## src/hw/rtl/smis_pkg.sv

```systemverilog
// shared types and constants of the instruction step machine
// no dependencies; used by smis_ctrl, smis_dp and the top level
package smis_pkg;

  localparam int MEM_DEPTH = 256;
  localparam int REG_COUNT = 16;
  localparam int MEM_AW    = $clog2(MEM_DEPTH);
  localparam int REG_AW    = $clog2(REG_COUNT);

  typedef logic [MEM_AW-1:0] mem_addr_t;
  typedef logic [7:0]        byte_t;
  typedef logic [15:0]       word_t;
  typedef logic [REG_AW-1:0] reg_idx_t;

  // opcodes in the high nibble of the first instruction byte
  localparam logic [3:0] OP_LOAD_MEM = 4'h1;
  localparam logic [3:0] OP_LOAD_IMM = 4'h2;
  localparam logic [3:0] OP_STORE    = 4'h3;
  localparam logic [3:0] OP_MOVE     = 4'h4;
  localparam logic [3:0] OP_ADD      = 4'h5;
  localparam logic [3:0] OP_JUMP_EQ  = 4'hB;
  localparam logic [3:0] OP_HALT     = 4'hC;

  // action codes of an input beat
  localparam logic ACT_LOAD = 1'b0;
  localparam logic ACT_STEP = 1'b1;

  // memory read address source
  typedef enum logic [1:0] {
    ADDR_PC      = 2'd0,
    ADDR_PC_NEXT = 2'd1,
    ADDR_OPND    = 2'd2
  } mem_addr_sel_e;

  // controller to datapath commands
  typedef struct packed {
    logic          load_wr;
    logic          mem_rd;
    mem_addr_sel_e mem_sel;
    logic          ir0_ld;
    logic          ir1_ld;
    logic          rf_rd;
    logic          rf_sel_b;
    logic          opa_ld;
    logic          commit;
    logic          out_ld;
  } ctrl_cmd_t;

  // datapath to controller status
  typedef struct packed {
    logic stopped;
    logic out_busy;
  } dp_status_t;

endpackage

```

## src/hw/rtl/smis_dp.sv

```systemverilog
// datapath: program memory, register file, pc, instruction execute, result register
// depends on smis_pkg
module smis_dp (
  input  logic                  clk_i,
  input  logic                  rst_ni,
  input  smis_pkg::ctrl_cmd_t   cmd_i,
  output smis_pkg::dp_status_t  status_o,
  input  logic [7:0]            load_address_i,
  input  logic [7:0]            load_byte_i,
  input  logic                  out_ready_i,
  output logic                  out_valid_o,
  output logic [7:0]            pc_after_o,
  output logic                  screen_valid_o,
  output logic [15:0]           screen_value_o,
  output logic                  halted_flag_o
);
  import smis_pkg::*;

  byte_t              mem_q [MEM_DEPTH];
  logic [MEM_DEPTH-1:0] mem_vld_q;
  byte_t              mem_rdata_q;
  word_t              rf_q [REG_COUNT];
  word_t              rf_rdata_q;
  mem_addr_t          pc_q;
  logic               stopped_q;
  byte_t              ir0_q;
  byte_t              ir1_q;
  word_t              opa_q;

  logic               out_valid_q;
  mem_addr_t          out_pc_q;
  logic               out_scr_v_q;
  word_t              out_scr_val_q;
  logic               out_halt_q;

  logic [3:0]         op;
  mem_addr_t          mem_raddr;
  reg_idx_t           rf_raddr;
  logic               mem_we;
  mem_addr_t          mem_waddr;
  byte_t              mem_wdata;

  logic               rf_we;
  reg_idx_t           rf_waddr;
  word_t              rf_wdata;
  logic               mem_st;
  logic               scr_v;
  word_t              scr_val;
  mem_addr_t          pc_next;
  logic               stopped_d;
  word_t              sum;
  logic               ovf;

  assign op = ir0_q[7:4];

  // memory read address select
  always_comb begin
    case (cmd_i.mem_sel)
      ADDR_PC:      mem_raddr = pc_q;
      ADDR_PC_NEXT: mem_raddr = pc_q + mem_addr_t'(1);
      ADDR_OPND:    mem_raddr = mem_rdata_q;
      default:      mem_raddr = pc_q;
    endcase
  end

  // register read address: first operand while second byte is on the read bus
  always_comb begin
    if (!cmd_i.rf_sel_b) begin
      if (op == OP_MOVE || op == OP_ADD) begin
        rf_raddr = mem_rdata_q[7:4];
      end else begin
        rf_raddr = ir0_q[3:0];
      end
    end else begin
      if (op == OP_ADD) begin
        rf_raddr = ir1_q[3:0];
      end else begin
        rf_raddr = '0;
      end
    end
  end

  // add of the two operands; a signed overflow saturates the result to all ones
  assign sum = opa_q + rf_rdata_q;
  assign ovf = (opa_q[15] == rf_rdata_q[15]) && (sum[15] != opa_q[15]);

  // instruction decode and execute
  always_comb begin
    rf_we     = 1'b0;
    rf_waddr  = ir0_q[3:0];
    rf_wdata  = '0;
    mem_st    = 1'b0;
    scr_v     = 1'b0;
    scr_val   = '0;
    pc_next   = pc_q + mem_addr_t'(2);
    stopped_d = stopped_q;
    unique case (op)
      OP_LOAD_MEM: begin
        rf_we    = 1'b1;
        rf_wdata = {8'h00, mem_rdata_q};
      end
      OP_LOAD_IMM: begin
        rf_we    = 1'b1;
        rf_wdata = {8'h00, ir1_q};
      end
      OP_STORE: begin
        if (ir1_q == '0) begin
          scr_v   = 1'b1;
          scr_val = opa_q;
        end else begin
          mem_st = 1'b1;
        end
      end
      OP_MOVE: begin
        rf_we    = 1'b1;
        rf_waddr = ir1_q[3:0];
        rf_wdata = opa_q;
      end
      OP_ADD: begin
        rf_we    = 1'b1;
        rf_wdata = ovf ? 16'hFFFF : sum;
      end
      OP_JUMP_EQ: begin
        if (opa_q == rf_rdata_q) begin
          pc_next = ir1_q;
        end
      end
      OP_HALT: begin
        stopped_d = 1'b1;
        pc_next   = pc_q;
      end
      default: begin
      end
    endcase
  end

  // memory write port: load beat or store instruction
  assign mem_we    = cmd_i.load_wr | (cmd_i.commit & mem_st);
  assign mem_waddr = cmd_i.load_wr ? load_address_i : ir1_q;
  assign mem_wdata = cmd_i.load_wr ? load_byte_i : opa_q[7:0];

  // memory array and registered read
  always_ff @(posedge clk_i) begin
    if (mem_we) begin
      mem_q[mem_waddr] <= mem_wdata;
    end
    if (cmd_i.mem_rd) begin
      mem_rdata_q <= mem_vld_q[mem_raddr] ? mem_q[mem_raddr] : '0;
    end
  end

  // written marks, unwritten bytes read as zero
  always_ff @(posedge clk_i or negedge rst_ni) begin
    if (!rst_ni) begin
      mem_vld_q <= '0;
    end else if (mem_we) begin
      mem_vld_q[mem_waddr] <= 1'b1;
    end
  end

  // register file
  always_ff @(posedge clk_i or negedge rst_ni) begin
    if (!rst_ni) begin
      for (int i = 0; i < REG_COUNT; i++) begin
        rf_q[i] <= '0;
      end
    end else if (cmd_i.commit && rf_we) begin
      rf_q[rf_waddr] <= rf_wdata;
    end
  end

  // operand and instruction registers
  always_ff @(posedge clk_i) begin
    if (cmd_i.rf_rd) begin
      rf_rdata_q <= rf_q[rf_raddr];
    end
    if (cmd_i.ir0_ld) begin
      ir0_q <= mem_rdata_q;
    end
    if (cmd_i.ir1_ld) begin
      ir1_q <= mem_rdata_q;
    end
    if (cmd_i.opa_ld) begin
      opa_q <= rf_rdata_q;
    end
  end

  // architectural pc and halt state
  always_ff @(posedge clk_i or negedge rst_ni) begin
    if (!rst_ni) begin
      pc_q      <= '0;
      stopped_q <= 1'b0;
    end else if (cmd_i.commit) begin
      pc_q      <= pc_next;
      stopped_q <= stopped_d;
    end
  end

  // result register valid
  always_ff @(posedge clk_i or negedge rst_ni) begin
    if (!rst_ni) begin
      out_valid_q <= 1'b0;
    end else if (cmd_i.out_ld) begin
      out_valid_q <= 1'b1;
    end else if (out_ready_i) begin
      out_valid_q <= 1'b0;
    end
  end

  // result register payload
  always_ff @(posedge clk_i) begin
    if (cmd_i.out_ld) begin
      if (cmd_i.commit) begin
        out_pc_q      <= pc_next;
        out_scr_v_q   <= scr_v;
        out_scr_val_q <= scr_val;
        out_halt_q    <= stopped_d;
      end else begin
        out_pc_q      <= pc_q;
        out_scr_v_q   <= 1'b0;
        out_scr_val_q <= '0;
        out_halt_q    <= stopped_q;
      end
    end
  end

  assign status_o.stopped  = stopped_q;
  assign status_o.out_busy = out_valid_q & ~out_ready_i;

  assign out_valid_o    = out_valid_q;
  assign pc_after_o     = out_pc_q;
  assign screen_valid_o = out_scr_v_q;
  assign screen_value_o = out_scr_val_q;
  assign halted_flag_o  = out_halt_q;

endmodule

```

## src/hw/rtl/smis_ctrl.sv

```systemverilog
// controller: sequences a load write, or the fetch, operand reads and execute of a step beat
// depends on smis_pkg
module smis_ctrl (
  input  logic                  clk_i,
  input  logic                  rst_ni,
  input  logic                  in_valid_i,
  output logic                  in_ready_o,
  input  logic                  action_i,
  input  smis_pkg::dp_status_t  status_i,
  output smis_pkg::ctrl_cmd_t   cmd_o
);
  import smis_pkg::*;

  typedef enum logic [5:0] {
    ST_IDLE   = 6'b000001,
    ST_FETCH0 = 6'b000010,
    ST_FETCH1 = 6'b000100,
    ST_OPA    = 6'b001000,
    ST_EXEC   = 6'b010000,
    ST_DONE   = 6'b100000
  } ctrl_state_e;

  ctrl_state_e state_q;
  ctrl_state_e state_d;

  // next state and command decode
  always_comb begin
    state_d    = state_q;
    cmd_o      = '0;
    in_ready_o = 1'b0;
    unique case (state_q)
      ST_IDLE: begin
        in_ready_o = 1'b1;
        if (in_valid_i) begin
          if (action_i == ACT_LOAD) begin
            cmd_o.load_wr = 1'b1;
            state_d       = ST_DONE;
          end else if (status_i.stopped) begin
            state_d = ST_DONE;
          end else begin
            cmd_o.mem_rd  = 1'b1;
            cmd_o.mem_sel = ADDR_PC;
            state_d       = ST_FETCH0;
          end
        end
      end
      ST_FETCH0: begin
        cmd_o.ir0_ld  = 1'b1;
        cmd_o.mem_rd  = 1'b1;
        cmd_o.mem_sel = ADDR_PC_NEXT;
        state_d       = ST_FETCH1;
      end
      ST_FETCH1: begin
        cmd_o.ir1_ld   = 1'b1;
        cmd_o.mem_rd   = 1'b1;
        cmd_o.mem_sel  = ADDR_OPND;
        cmd_o.rf_rd    = 1'b1;
        cmd_o.rf_sel_b = 1'b0;
        state_d        = ST_OPA;
      end
      ST_OPA: begin
        cmd_o.opa_ld   = 1'b1;
        cmd_o.rf_rd    = 1'b1;
        cmd_o.rf_sel_b = 1'b1;
        state_d        = ST_EXEC;
      end
      ST_EXEC: begin
        if (!status_i.out_busy) begin
          cmd_o.commit = 1'b1;
          cmd_o.out_ld = 1'b1;
          state_d      = ST_IDLE;
        end
      end
      ST_DONE: begin
        if (!status_i.out_busy) begin
          cmd_o.out_ld = 1'b1;
          state_d      = ST_IDLE;
        end
      end
      default: begin
        state_d = ST_IDLE;
      end
    endcase
  end

  // state register
  always_ff @(posedge clk_i or negedge rst_ni) begin
    if (!rst_ni) begin
      state_q <= ST_IDLE;
    end else begin
      state_q <= state_d;
    end
  end

endmodule

```

## src/hw/rtl/simple_machine_instruction_step.sv

```systemverilog
// top level of the instruction step machine: controller plus datapath
// depends on smis_pkg, smis_ctrl, smis_dp
//
//   channel | direction | handshake            | beat fields
//   --------+-----------+----------------------+------------------------------------------
//   in      | input     | in_valid_i/in_ready_o | action, load_address, load_byte
//   out     | output    | out_valid_o/out_ready_i | pc_after, screen_valid, screen_value,
//           |           |                      | halted_flag
//
// a step beat goes from accept through fetch0, fetch1, opa and exec: two fetch reads and one
// data read on the single memory port, two register file reads, then execute, which loads the result
// a load beat, or a step while halted, goes from accept to done, where it loads its result
// one beat in flight at a time; a new beat is taken while the previous result waits
// a stalled result holds execute until the result register frees
// reset clears pc, halt, registers and memory written marks at once; no sweep
module simple_machine_instruction_step (
  input  logic        clk_i,
  input  logic        rst_ni,
  input  logic        in_valid_i,
  output logic        in_ready_o,
  input  logic        action_i,
  input  logic [7:0]  load_address_i,
  input  logic [7:0]  load_byte_i,
  output logic        out_valid_o,
  input  logic        out_ready_i,
  output logic [7:0]  pc_after_o,
  output logic        screen_valid_o,
  output logic [15:0] screen_value_o,
  output logic        halted_flag_o
);
  import smis_pkg::*;

  ctrl_cmd_t  cmd;
  dp_status_t status;

  // sequencer
  smis_ctrl u_ctrl (
    .clk_i      (clk_i),
    .rst_ni     (rst_ni),
    .in_valid_i (in_valid_i),
    .in_ready_o (in_ready_o),
    .action_i   (action_i),
    .status_i   (status),
    .cmd_o      (cmd)
  );

  // memory, registers and execute
  smis_dp u_dp (
    .clk_i          (clk_i),
    .rst_ni         (rst_ni),
    .cmd_i          (cmd),
    .status_o       (status),
    .load_address_i (load_address_i),
    .load_byte_i    (load_byte_i),
    .out_ready_i    (out_ready_i),
    .out_valid_o    (out_valid_o),
    .pc_after_o     (pc_after_o),
    .screen_valid_o (screen_valid_o),
    .screen_value_o (screen_value_o),
    .halted_flag_o  (halted_flag_o)
  );

endmodule

```

## config.mk

```make
export PLATFORM = sky130hd
export DESIGN_NAME = simple_machine_instruction_step
export DESIGN_NICKNAME = d
export VERILOG_FILES = /design/src/hw/rtl/smis_pkg.sv /design/src/hw/rtl/smis_dp.sv /design/src/hw/rtl/smis_ctrl.sv /design/src/hw/rtl/simple_machine_instruction_step.sv
export SDC_FILE = /design/constraint.sdc
export NUM_CORES = 2
export LEC_CHECK = 0
export ABC_CLOCK_PERIOD_IN_PS = 23500
export BUFFER_PORTS_ARGS = -buffer_cell sky130_fd_sc_hd__buf_2
export CORE_MARGIN = 8
export CORE_UTILIZATION = 50
export DETAILED_ROUTE_END_ITERATION = 7
export PLACE_DENSITY_LB_ADDON = 0.25
export SYNTH_ARGS = -nofsm -noshare
export SYNTH_HDL_FRONTEND = slang
export SYNTH_SLANG_ARGS = --single-unit
```

## constraint.sdc

```tcl
create_clock -name clk_i -period 23.5 [get_ports clk_i]
set_input_delay 1.175 -clock clk_i [delete_from_list [all_inputs] [get_ports clk_i]]
set_output_delay 1.175 -clock clk_i [all_outputs]
set_load 0.05 [all_outputs]
```

==> results.py <==
metrics = {
    "status": {
        "status": "complete, but fails checks",
        "violations": "DRC, capacitance limit, slew limit",
    },
    "logic_synthesis": {
        "synth-main-ff-cell": "edfxtp_1",
        "synth_seq_cells": 2658,
        "synth-seq-area-share_pct": 70.3,
        "netlist_instances": 7348,
        "syn_nets": 7390,
        "synth_area_per_cell_um2": 14.9,
        "synth_edf_count": 2130,
        "yosysWarnings": 0,
        "syn_area_um2": 110000,
        "synthDistinctLibCells": 87,
        "async_flop_share_pct": 19.9,
    },
    "placement": {
        "hpwl_mm": 196,
        "routabilityCongestion": 0.916,
        "place_area_um2": 113000,
        "io_buffer_count": 48,
    },
    "grt": {
        "grt_pass1_wl_mm": 477,
        "grt_pass1_vias": 66600,
        "grt.total_usage_pct": 27.5,
        "grt_antenna_before_repair": 12,
        "overflow": 0,
        "grt_max_degree": 201,
    },
    "power": {
        "p_total_mw": 12.1,
        "p_per_area_nw_per_um2": 99.4,
        "vdd_drop_max_v": 0.0000917,
        "leakage_nw": 42.9,
    },
    "route": {
        "wl_per_cell_um": 31.9,
        "dr.pass1.iters": 8,
        "wl_mm": 332,
        "ant_nets": 0,
        "first_iter_violations": 10600,
        "drc_errors": 30,
        "num_vias": 69100,
        "vias_per_cell": 6.64,
    },
    "die": {
        "die_y_um": 484,
        "die_area_um2": 235000,
        "core_area_um2": 219000,
        "start_util_pct": 50.1,
        "die_x_um": 484,
        "boundaryPins": 49,
        "rows": 172,
    },
    "sta": {
        "setup-violations-final": 0,
        "final_hold_viol_count": 0,
        "tightest_slew_ns": 1.56,
        "max_slew_margin_pct": -4.32,
        "finalCritPeriodShare_pct": 34.9,
        "rsz0062_at_grt": "false",
        "setup_tns_ns": 0,
        "max_freq_ghz": 0.122,
        "fin_crit_ns": 8.20,
        "maxSlewViolCount": 12,
        "finalClockSkew_ns": 0.0657,
    },
    "flow_run": {
        "maxCapViolations": 2,
    },
    "critical_path": {
        "startpoint_type": "register",
        "end_kind": "register",
        "cp_slowest_cell": "a2111oi_0",
        "worstPathArrival_ns": 8.85,
        "crit_type": "register to register",
        "path_cells": "or4_1, nor3b_1, buf_4, ha_4, buf_12, nand2b_1, o31ai_4, buf_4, buf_4, buf_4, buf_4, mux4_2, nand2_1, and3_1, a31oi_1, a2111oi_0, a31oi_1",
        "path_common_cell": "buf_4",
        "cp_max_fo": 132,
        "cpPeakStageDelay_ns": 1.17,
        "worstPathRequired_ns": 24.15,
    },
    "clocking": {
        "postCtsResizedCells": 0,
        "cts_hold_buf": 0,
        "numClockSinks": 2658,
        "post_cts_buffers": 0,
        "tritoncts": "yes",
        "clk_pin_slew_ns": 0.07,
        "clockBufferDepth": 4,
        "cts_buffers": 285,
        "root_buffer": "clkbuf_16",
        "cts_max_level": 5,
        "clk_latency_ns": 0.96,
    },
    "cells_and_area": {
        "ff_latch_area_um2": 77200,
        "layout-drive-gt1-share_pct": 17.0,
        "fin_area_um2": 122000,
        "fill_cells": 17000,
        "multi_input_area_um2": 30400,
        "nets": 7355,
        "syn_to_final_growth_pct": 11.0,
    },
    "min_path": {
        "hold_class": "primary input to async pin",
    },
}
==> cell usage after synthesis (13+ instances only) <==
cell type | instances | area [um^2]
o21bai_1 | 64 | 480
buf_4 | 43 | 323
mux4_2 | 380 | 8560
and3_1 | 190 | 1190
a21oi_1 | 331 | 1660
a211oi_1 | 143 | 1070
buf_1 | 42 | 158
nor2_1 | 571 | 2140
a22oi_1 | 18 | 135
mux2i_1 | 128 | 1280
o221ai_1 | 18 | 158
nor3_1 | 43 | 215
clkbuf_1 | 292 | 1100
nor4_1 | 39 | 244
o32ai_1 | 18 | 158
a311oi_1 | 74 | 648
nand4_1 | 33 | 206
a2111oi_0 | 13 | 114
and2_1 | 95 | 594
mux2_2 | 30 | 338
o22ai_1 | 38 | 238
a221oi_1 | 119 | 1040
nand2_1 | 854 | 3210
nand3b_1 | 15 | 113
a32oi_1 | 49 | 429
dfrtp_1 | 527 | 13200
buf_6 | 17 | 191
a31oi_1 | 123 | 769
or2_2 | 196 | 1230
o21ai_0 | 66 | 330
nand3_1 | 246 | 1230
inv_1 | 17 | 63.8
edfxtp_1 | 2130 | 64000
o31ai_1 | 17 | 128
a221o_1 | 53 | 531
buf_2 | 140 | 701
ha_1 | 20 | 250
==> metal layers <==
layer,vias up,wire (um),global-route usage [%]
met5,-,46,0
met4,2,18500,13.6
li1,28400,-,-
met2,4443,147000,40.4
met1,35300,125000,37.5
met3,951,41100,8.29
==> per-stage QoR <==
stage / hold slack, ns / util [%] / setup WS [ns] / instances
CTS: 0.195 / 55.6 / 15.43 / 10400
global placement: 0.444 / 51.6 / 15.27 / 9896
detailed placement: 0.449 / 51.6 / 15.46 / 9897
finish: 0.213 / 55.7 / 15.30 / 10400
floorplan: 0.431 / - / 9.81 / 7348
global route: 0.229 / 55.6 / 15.08 / 10400
==> area by class of cell <==
class	count	area share (%)
diodes	10	0.0205
inverters	17	0.0524
well taps	2871	2.95
clock inverters	108	0.793
multi-input cells	4139	24.9
repair buffers	212	1.36
clock buffers	390	6.53
flip-flops and latches	2658	63.4
==> critical path: cells and delay by family, from the launching register on <==
kind | cells | cell delay [ns]
buffers and inverters | 6 | 3.22
muxes | 1 | 0.56
adders and majority gates | 1 | 0.61
DFF | 1 | 0.43
and+or+nand+nor | 5 | 1.37
AOI/OAI and AO/OA | 4 | 1.58
==> where the power goes <==
part	internal, mW	switching (mW)	total, mW
logic	0.730	1.67	2.40
clock network	2.55	1.81	4.36
registers	5.29	0.0566	5.34
==> cell usage in the layout, fill, tap and decap left out, drive strengths merged, types with 15 or more instances in the layout <==
cell	instances
a21oi	336
nor3	44
a32oi	49
nand3b	15
nand3	246
nor4	41
buf	211
a31oi	123
a22oi	18
edfxtp	2130
mux2	31
nand4	33
mux4	380
or2	196
clkinv	80
and2	95
and3	190
o21ai	73
clkbuf	390
mux2i	128
o31ai	18
a221o	53
a311oi	74
o21bai	64
nor2	571
dfrtp	527
a221oi	120
nand2	855
o221ai	18
o32ai	18
a2111oi	15
ha	20
inv	23
o22ai	38
bufinv	17
a211oi	143
==> sequential cells by signal (all words and copies together) (netlist names) <==
signal               flops
u_ctrl.state_q           6
u_dp.halted_flag_o       1
u_dp.ir0_q               8
u_dp.ir1_q               8
u_dp.mem_q            2048
u_dp.mem_rdata_q         8
u_dp.mem_vld_q         256
u_dp.opa_q              16
u_dp.out_valid_o         1
u_dp.pc_after_o          8
u_dp.pc_q                8
u_dp.rf_q              256
u_dp.rf_rdata_q         16
u_dp.screen_valid_o      1
u_dp.screen_value_o     16
u_dp.stopped_q           1
==> worst paths after layout <==
| path | from | to | slack (ns) | depth (start not counted) |
|---|---|---|---|---|
| worst min-delay path | rst_ni | u_dp.mem_vld_q[206]$_DFFE_PN0N_ | 0.21 | 1 |
| worst max register to register | u_ctrl.state_q[5]$_DFFE_PN0P_ | u_dp.mem_rdata_q[0]$_SDFFCE_PN0P_ | 15.30 | 17 |
| worst min register to register | u_dp.rf_rdata_q[5]$_DFFE_PN_ | u_dp.opa_q[5]$_DFFE_PP_ | 0.46 | 0 |
| min in group clk_i | u_dp.rf_rdata_q[5]$_DFFE_PN_ | u_dp.opa_q[5]$_DFFE_PP_ | 0.46 | 0 |
| worst max-delay path | u_ctrl.state_q[5]$_DFFE_PN0P_ | u_dp.mem_rdata_q[0]$_SDFFCE_PN0P_ | 15.30 | 17 |
| max in group asynchronous | rst_ni | u_dp.mem_vld_q[106]$_DFFE_PN0N_ | 20.30 | 4 |
==> cells by family (layout without fill, tap and decap cells) <==
| logic type | count (synthesis) | after routing | share of synthesized area (%) |
|---|---|---|---|
| AOI/OAI and AO/OA | 1227 | 1227 | 7.87 |
| xor gates and xnor gates | 10 | 10 | 0.0798 |
| adders and majority gates | 21 | 21 | 0.246 |
| buffers and inverters | 551 | 727 | 2.31 |
| DFF | 2658 | 2658 | 70.3 |
| muxes | 539 | 539 | 9.28 |
| other | 0 | 10 | 0 |
| and+or+nand+nor | 2342 | 2342 | 9.88 |
Power figures use the tool's default switching activity.
